==> src/rtl/core/crdg_pkg.sv <==
// Package for the crop, downscale and grayscale block.
// Holds the register indexes, reset values, beat types and the luminance weight function.
// No dependencies; used by crdg_div and crop_downscale_grayscale.
package crdg_pkg;

    // Configuration register indexes.
    localparam int CFG_IDX_W = 2;
    localparam logic [CFG_IDX_W-1:0] CFG_TARGET_SIZE   = 2'd0;
    localparam logic [CFG_IDX_W-1:0] CFG_TARGET_HEIGHT = 2'd1;
    localparam logic [CFG_IDX_W-1:0] CFG_SOURCE_GRAY   = 2'd2;

    localparam logic [7:0] RST_TARGET_SIZE   = 8'd96;
    localparam logic [7:0] RST_TARGET_HEIGHT = 8'd96;

    // Luminance weights, scaled by 10000.
    localparam int WEIGHT_W = 22;
    localparam int SUM_W    = 24;
    localparam logic [WEIGHT_W-1:0] W_RED   = 22'd2126;
    localparam logic [WEIGHT_W-1:0] W_GREEN = 22'd7152;
    localparam logic [WEIGHT_W-1:0] W_BLUE  = 22'd722;
    localparam logic [WEIGHT_W-1:0] W_GRAY  = 22'd10000;

    // sum / 40000 = (sum >> 6) / 625, and x / 625 = (x * 214749) >> 27 for x below 2^18.
    localparam int RECIP_PRE_SHIFT = 6;
    localparam int RECIP_IN_W      = SUM_W - RECIP_PRE_SHIFT;
    localparam int RECIP_SHIFT     = 27;
    localparam int RECIP_PROD_W    = 36;
    localparam logic [RECIP_PROD_W-1:0] RECIP_MUL = 36'd214749;

    // Output queue depth.
    localparam int Q_DEPTH = 4;
    localparam int Q_PTR_W = 2;
    localparam int Q_CNT_W = 3;

    typedef struct packed {
        logic busy;
        logic done;
    } t_div_stat;

    typedef struct packed {
        logic        frame_done;
        logic [15:0] out_index;
        logic [7:0]  gray_value;
    } t_out_beat;

    // Luminance of one source pixel, times 10000.
    function automatic logic [WEIGHT_W-1:0] sample_weight(input logic [15:0] px,
                                                          input logic       is_gray);
        logic [WEIGHT_W-1:0] r8;
        logic [WEIGHT_W-1:0] g8;
        logic [WEIGHT_W-1:0] b8;
        r8 = WEIGHT_W'({px[15:11], 3'b000});
        g8 = WEIGHT_W'({px[10:5], 2'b00});
        b8 = WEIGHT_W'({px[4:0], 3'b000});
        if (is_gray) begin
            return WEIGHT_W'(px[7:0]) * W_GRAY;
        end
        return W_RED * r8 + W_GREEN * g8 + W_BLUE * b8;
    endfunction

endpackage

==> src/rtl/core/crdg_div.sv <==
// Bit-serial restoring divider: a DW-bit dividend by an 8-bit divisor, one bit per cycle.
// Depends on crdg_pkg for the status struct.
module crdg_div #(
    parameter int DW = 18
) (
    input  logic              i_clk,
    input  logic              i_rst_n,
    input  logic              i_start,
    input  logic [DW-1:0]     i_dividend,
    input  logic [7:0]        i_divisor,
    output logic [DW-1:0]     o_quotient,
    output logic [7:0]        o_remainder,
    output crdg_pkg::t_div_stat o_stat
);

    localparam int CNT_W = $clog2(DW + 1);

    logic [DW-1:0]    r_quo;
    logic [8:0]       r_rem;
    logic [7:0]       r_div;
    logic [CNT_W-1:0] r_cnt;
    logic             r_busy;
    logic             r_done;
    logic [8:0]       shifted;
    logic             fits;

    assign shifted = {r_rem[7:0], r_quo[DW-1]};
    assign fits    = shifted >= {1'b0, r_div};

    always_ff @(posedge i_clk) begin
        if (!i_rst_n) begin
            r_busy <= 1'b0;
            r_done <= 1'b0;
            r_cnt  <= '0;
        end else begin
            r_done <= 1'b0;
            if (i_start) begin
                r_busy <= 1'b1;
                r_cnt  <= CNT_W'(DW);
            end else if (r_busy) begin
                r_cnt <= r_cnt - 1'b1;
                if (r_cnt == CNT_W'(1)) begin
                    r_busy <= 1'b0;
                    r_done <= 1'b1;
                end
            end
        end
    end

    always_ff @(posedge i_clk) begin
        if (i_start) begin
            r_quo <= i_dividend;
            r_rem <= '0;
            r_div <= i_divisor;
        end else if (r_busy) begin
            r_quo <= {r_quo[DW-2:0], fits};
            r_rem <= fits ? (shifted - {1'b0, r_div}) : shifted;
        end
    end

    assign o_quotient  = r_quo;
    assign o_remainder = r_rem[7:0];
    assign o_stat.busy = r_busy;
    assign o_stat.done = r_done;

endmodule

==> config.mk <==
export PLATFORM = sky130hd
export DESIGN_NAME = crdg_div
export DESIGN_NICKNAME = d
export VERILOG_FILES = /design/src/rtl/core/crdg_pkg.sv /design/src/rtl/core/crdg_div.sv
export SDC_FILE = /design/constraint.sdc
export NUM_CORES = 1
export LEC_CHECK = 0
export BUFFER_PORTS_ARGS = -buffer_cell sky130_fd_sc_hd__buf_4
export CELL_PAD_IN_SITES_DETAIL_PLACEMENT = 0
export CELL_PAD_IN_SITES_GLOBAL_PLACEMENT = 2
export CORE_AREA = 2 2 87 89
export CTS_CLUSTER_DIAMETER = 60
export DETAILED_ROUTE_END_ITERATION = 10
export DIE_AREA = 0 0 89 91
export PLACE_DENSITY = 0.79
export SLEW_MARGIN = 25
export SYNTH_ARGS = -nofsm -noshare
export SYNTH_HDL_FRONTEND = slang
export SYNTH_SLANG_ARGS = --single-unit
export TNS_END_PERCENT = 20
==> constraint.sdc <==
create_clock -name i_clk -period 1.8 [get_ports i_clk]
set_input_delay 0.09 -clock i_clk [delete_from_list [all_inputs] [get_ports i_clk]]
set_output_delay 0.09 -clock i_clk [all_outputs]
set_load 0.02 [all_outputs]
[After elaboration in Yosys (flattened, before gate mapping)]
Cells that the tools add are included.
Word-level totals
  flip-flop bits (word level): 41
  input bits: 29
  output and inout port bits: 28
  logic and storage cells: 25
Cells by class
  $add $sub $neg: 2
  $lt $le $gt $ge: 1
  equality and inequality tests: 1
  multiplexer cells: 9
  bitwise gates (word level): 2
  reduce and logical (&&, ||, !) cells: 3
Operator list (count)
  18-bit two-way mux: 2
  5-bit two-way mux: 2
  9-bit by 8-bit greater-or-equal comparator with 1-bit output: 1
  8-bit two-way mux: 1
  8-bit subtractor: 1
  5-bit by 1-bit == test with 1-bit output, second input constant: 1
  5-bit by 1-bit subtractor with 5-bit output, second input constant: 1
  1-bit two-way mux: 4
  3-bit OR reduction: 1
  1-bit NOT: 2
  2-bit nonzero test: 1
  2-bit OR reduction: 1

[Logic depth before layout (Yosys ltp)]
  depth after elaboration: 4
  mapped depth: 8

[Least setup slack after synthesis]
No wires, ideal clock.
  kind: reg2reg
  start: register r_rem[5]
  end: register r_quo[0] (netlist: o_quotient[0]) (data pin)
  library setup time: 260 ps
  data arrival time: 1765 ps
  required time: 1540 ps
  slack: -225 ps
  cell stages (with the launch flop): 7
  buffers on the path: 1
  clock period less this slack: 2025 ps
  cell sequence: dfxtp_1 ha_1 a21o_1 a221oi_2 o21ai_2 buf_6 mux2_2
On the way
  word-level cells in the longest chain between the ends: 3
RTL lines
  start, declared: RTL line crdg_div.sv:19  | logic [8:0] r_rem;
  start signal, assigned: RTL line crdg_div.sv:57  | r_rem <= fits ? (shifted - {1'b0, r_div}) : shifted;
  9-bit by 8-bit greater-or-equal comparator with 1-bit output: RTL line crdg_div.sv:28  | assign fits = shifted >= {1'b0, r_div};
  18-bit two-way mux: RTL line crdg_div.sv:55  | end else if (r_busy) begin
  18-bit two-way mux: RTL line crdg_div.sv:51  | if (i_start) begin
  end signal, assigned: RTL line crdg_div.sv:52  | r_quo <= i_dividend;
  end signal, assigned: RTL line crdg_div.sv:56  | r_quo <= {r_quo[DW-2:0], fits};
  end, declared: RTL line crdg_div.sv:18  | logic [DW-1:0] r_quo;
Every way passes these cells. The select of a mux whose other input is x is not followed.
A chain may end at the register's enable or synchronous reset.

[Worst setup path after layout]
  start: register r_quo[17] (netlist: o_quotient[17])
  end: register r_rem[6]
On the way
  word-level cells in the longest chain between the ends: 2
  elaborated cells between the ends (all ways): 3
  classes of those cells: add/sub: 1; order compare: 1; mux: 1
RTL lines (RTL line)
  8-bit subtractor or 9-bit by 8-bit greater-or-equal comparator with 1-bit output (tied branches): crdg_div.sv:57, crdg_div.sv:28
  8-bit two-way mux *: crdg_div.sv:57
Mark *: on every way between the ends. The rest lies on a longest branch, timed or not.

==> flow_summary.toml <==
[timing]
skew_ns = 0.00514
fmax_ghz = 0.530
hold_viol = 0
post-route-min-period_ns = 1.89
setup_viol = 4
worstMarginPinSlew_ns = 0.322
fin_crit_sh = 1.05
rsz0062_at_grt = "yes"
finalMaxSlewViolations = 0
fin_setup_tns_ns = -0.220
maxSlewHeadroom = 0.785
setup_ws_ns = -0.0883

[die]
num_rows = 31
die-width_um = 89
start_util = 0.292
coreArea_um2 = 7140
die-area_um2 = 8100
pin_count = 57
die-height_um = 91

[power_and_ir_drop]
net-switching-power_mw = 0.628
pwr-share-seq = 0.485
p_leak_nw = 1.32
power_density_nw_per_um2 = 751
p_total_mw = 2.34
pwr-share-clk = 0.256
ir_drop_mv = 0.419
internal_power_mw = 1.71
p_comb_frac = 0.260
swShare = 0.269

[logic_synthesis]
syn-num-nets = 214
yosys.area.top_type_share = 0.375
post-synth-top-area-cell = "edfxtp_1"
synthDistinctLibCells = 43
syn-instance-count = 174
synth_area_leaders = "edfxtp_1 (38%), dfxtp_1 (14%), mux2_2 (9.7%)"
yosysWarnings = 0
yosysSeqAreaShare = 0.519
synth_seq_cells = 41
post_synth.cell_area_avg_um2 = 12.0
syn_area_um2 = 2080

[drt]
vias = 1622
ant_nets = 0
wl_per_cell_um = 13.1
dr.pass1.iters = 4
drt_iter0_drc = 52
drc = 0
viasPerCell = 4.38
drt_wl_total_um = 4850

[finish]
fin_util = 0.436
final-seq-area_um2 = 1080
fillCellCount = 717
drive_above_1_share = 0.502
diodes = 0
mostFrequentLayoutCell = "buf_4"
final_cell_mix = "buf_4 (87), edfxtp_1 (26), mux2_2 (18), nor2_1 (15), dfxtp_1 (14)"
area_delta_synth_final_pct = 49.6
nets = 311
stdcell_count = 370
multi_input_area_um2 = 1030

[placed_design]
place_inst = 353
numPortBuffers = 56
hpwl_um = 3570
gp_congestion = 0.768
dp_slack_ns = -0.178

[global_routing]
grt_pass1_vias = 1680
grt_max_degree = 28
grt_pass1_wl_um = 7900
grt_overflow_total = 0
track_usage = 0.126
antenna_found_initial = 0

[setup_path]
r2r.worst_path.cells = 8
start_kind = "flop"
crit_fanout = 2
required_ns = 2.01
crit_type = "flop to flop"
worst_setup_path_end_kind = "flop"
r2r-start = "o_quotient[17]$_DFFE_PP_"
critPathArrivalTime_ns = 2.09
r2r_slack_ns = -0.09
timing.rr.end = "r_rem[6]$_SDFFE_PP0P_"

[clock_network]
cts_root_buffer = "clkbuf_8"
cts.sinks = 41
clock_path_buffers = 2
clkLatencyLatePin_ns = 0.28
clkTransAtPathRegs_ns = 0.08
cts_tree = "built"
h-tree-depth = 2
cts_buffers = 5

[job]
maxCapViolCount = 0

[status]
violations = "setup timing"
outcome = "finished, violations left"

[min_path]
min_from = "i_rst_n"
hp-class = "input port to flop"
hold_end = "r_cnt[4]$_SDFFE_PN0P_"
min_path_cells = 2
cell families after synthesis:
| logic type | synth area share |
|---|---|
| and+or+nand+nor | 0.111 |
| muxes | 0.117 |
| adders and majority gates | 0.0697 |
| buffers and inverters | 0.0433 |
| AOI/OAI and AO/OA | 0.103 |
| DFF | 0.519 |
| xor gates and xnor gates | 0.0379 |
sequential cells by signal (all words and copies together), names as in the netlist:
name	cells
r_div	8
r_rem	8
r_done	1
r_busy	1
o_quotient	18
r_cnt	5
worst max-delay path by stage:
| stage | start | endpoint | slack [ns] | depth (start not counted) |
|---|---|---|---|---|
| after floorplan | o_quotient[17]$_DFFE_PP_ | r_rem[6]$_SDFFE_PP0P_ | -0.19 | 8 |
| after global placement | r_div[4]$_DFFE_PP_ | o_quotient[0]$_DFFE_PP_ | -0.16 | 6 |
| after detailed placement | o_quotient[17]$_DFFE_PP_ | r_rem[6]$_SDFFE_PP0P_ | -0.18 | 8 |
| after CTS | r_div[4]$_DFFE_PP_ | o_quotient[0]$_DFFE_PP_ | -0.12 | 6 |
| after global routing | o_quotient[17]$_DFFE_PP_ | r_rem[6]$_SDFFE_PP0P_ | -0.20 | 8 |
| final | o_quotient[17]$_DFFE_PP_ | r_rem[6]$_SDFFE_PP0P_ | -0.09 | 8 |
Yosys cell counts (all sizes together):
library cell	count
nand2	10
dfxtp	15
xnor2	3
edfxtp	26
nor4	1
nand3	2
o2bb2a	1
a221oi	1
or2	1
nor2	15
a22o	1
o21a	2
o221ai	1
and3	1
o31ai	1
or4b	2
and2b	1
ha	10
a31oi	1
nor2b	2
a211oi	3
clkbuf	2
and4	1
a21o	3
nor3	2
xor2	6
o311a	1
mux2i	4
inv	13
fa	1
o32ai	1
a21oi	6
nand3b	1
buf	5
mux2	18
o21ai	5
nand2b	5
critical path, cell delays in order (launching register included):
cell      delay, ns
edfxtp_1       0.41
inv_2          0.08
ha_4           0.12
fa_2           0.20
nand2b_4       0.12
a21oi_1        0.07
or4b_1         0.45
and4_1         0.20
o31ai_2        0.16
power by group through the flow:
stage                     logic [mW]  registers, mW  clock network [mW]
after floorplan                0.237           1.21                   0
after global routing           0.666           1.14               0.657
after global placement         0.552           1.15                   0
after CTS                      0.597           1.13               0.628
final                          0.607           1.13               0.597
after detailed placement       0.551           1.15                   0
layer usage:
metal | up-vias | wire (um) | global-route usage
met5 | - | 0 | 0
met4 | 0 | 41 | 0.0410
met3 | 2 | 229 | 0.0309
met2 | 38 | 2340 | 0.203
met1 | 764 | 2240 | 0.163
li1 | 818 | - | -
cell type report:
class                           instances  share of cell area
Clock buffer                            7              0.0277
Timing Repair Buffer                   96               0.239
Multi-Input combinational cell        114               0.330
Inverter                               13              0.0157
Sequential cell                        41               0.348
Tap cell                               99              0.0398
what timing repair did:
action,CTS,global route
pin swaps,8,5
endpoints found under the setup margin,9,9
buffers inserted,1,0
gates cloned,1,0
endpoints found under the hold margin,8,0
hold buffers,8,0
resized for setup,11,8
metrics by stage:
stage	instance area [um^2]	hold WS, ns
after floorplan	2080	0.189
after global placement	2820	0.269
after detailed placement	2820	0.270
after CTS	3070	0.0222
after global routing	3110	0.0432
final	3110	0.0350
No activity file was read; power rests on OpenSTA's default activity.
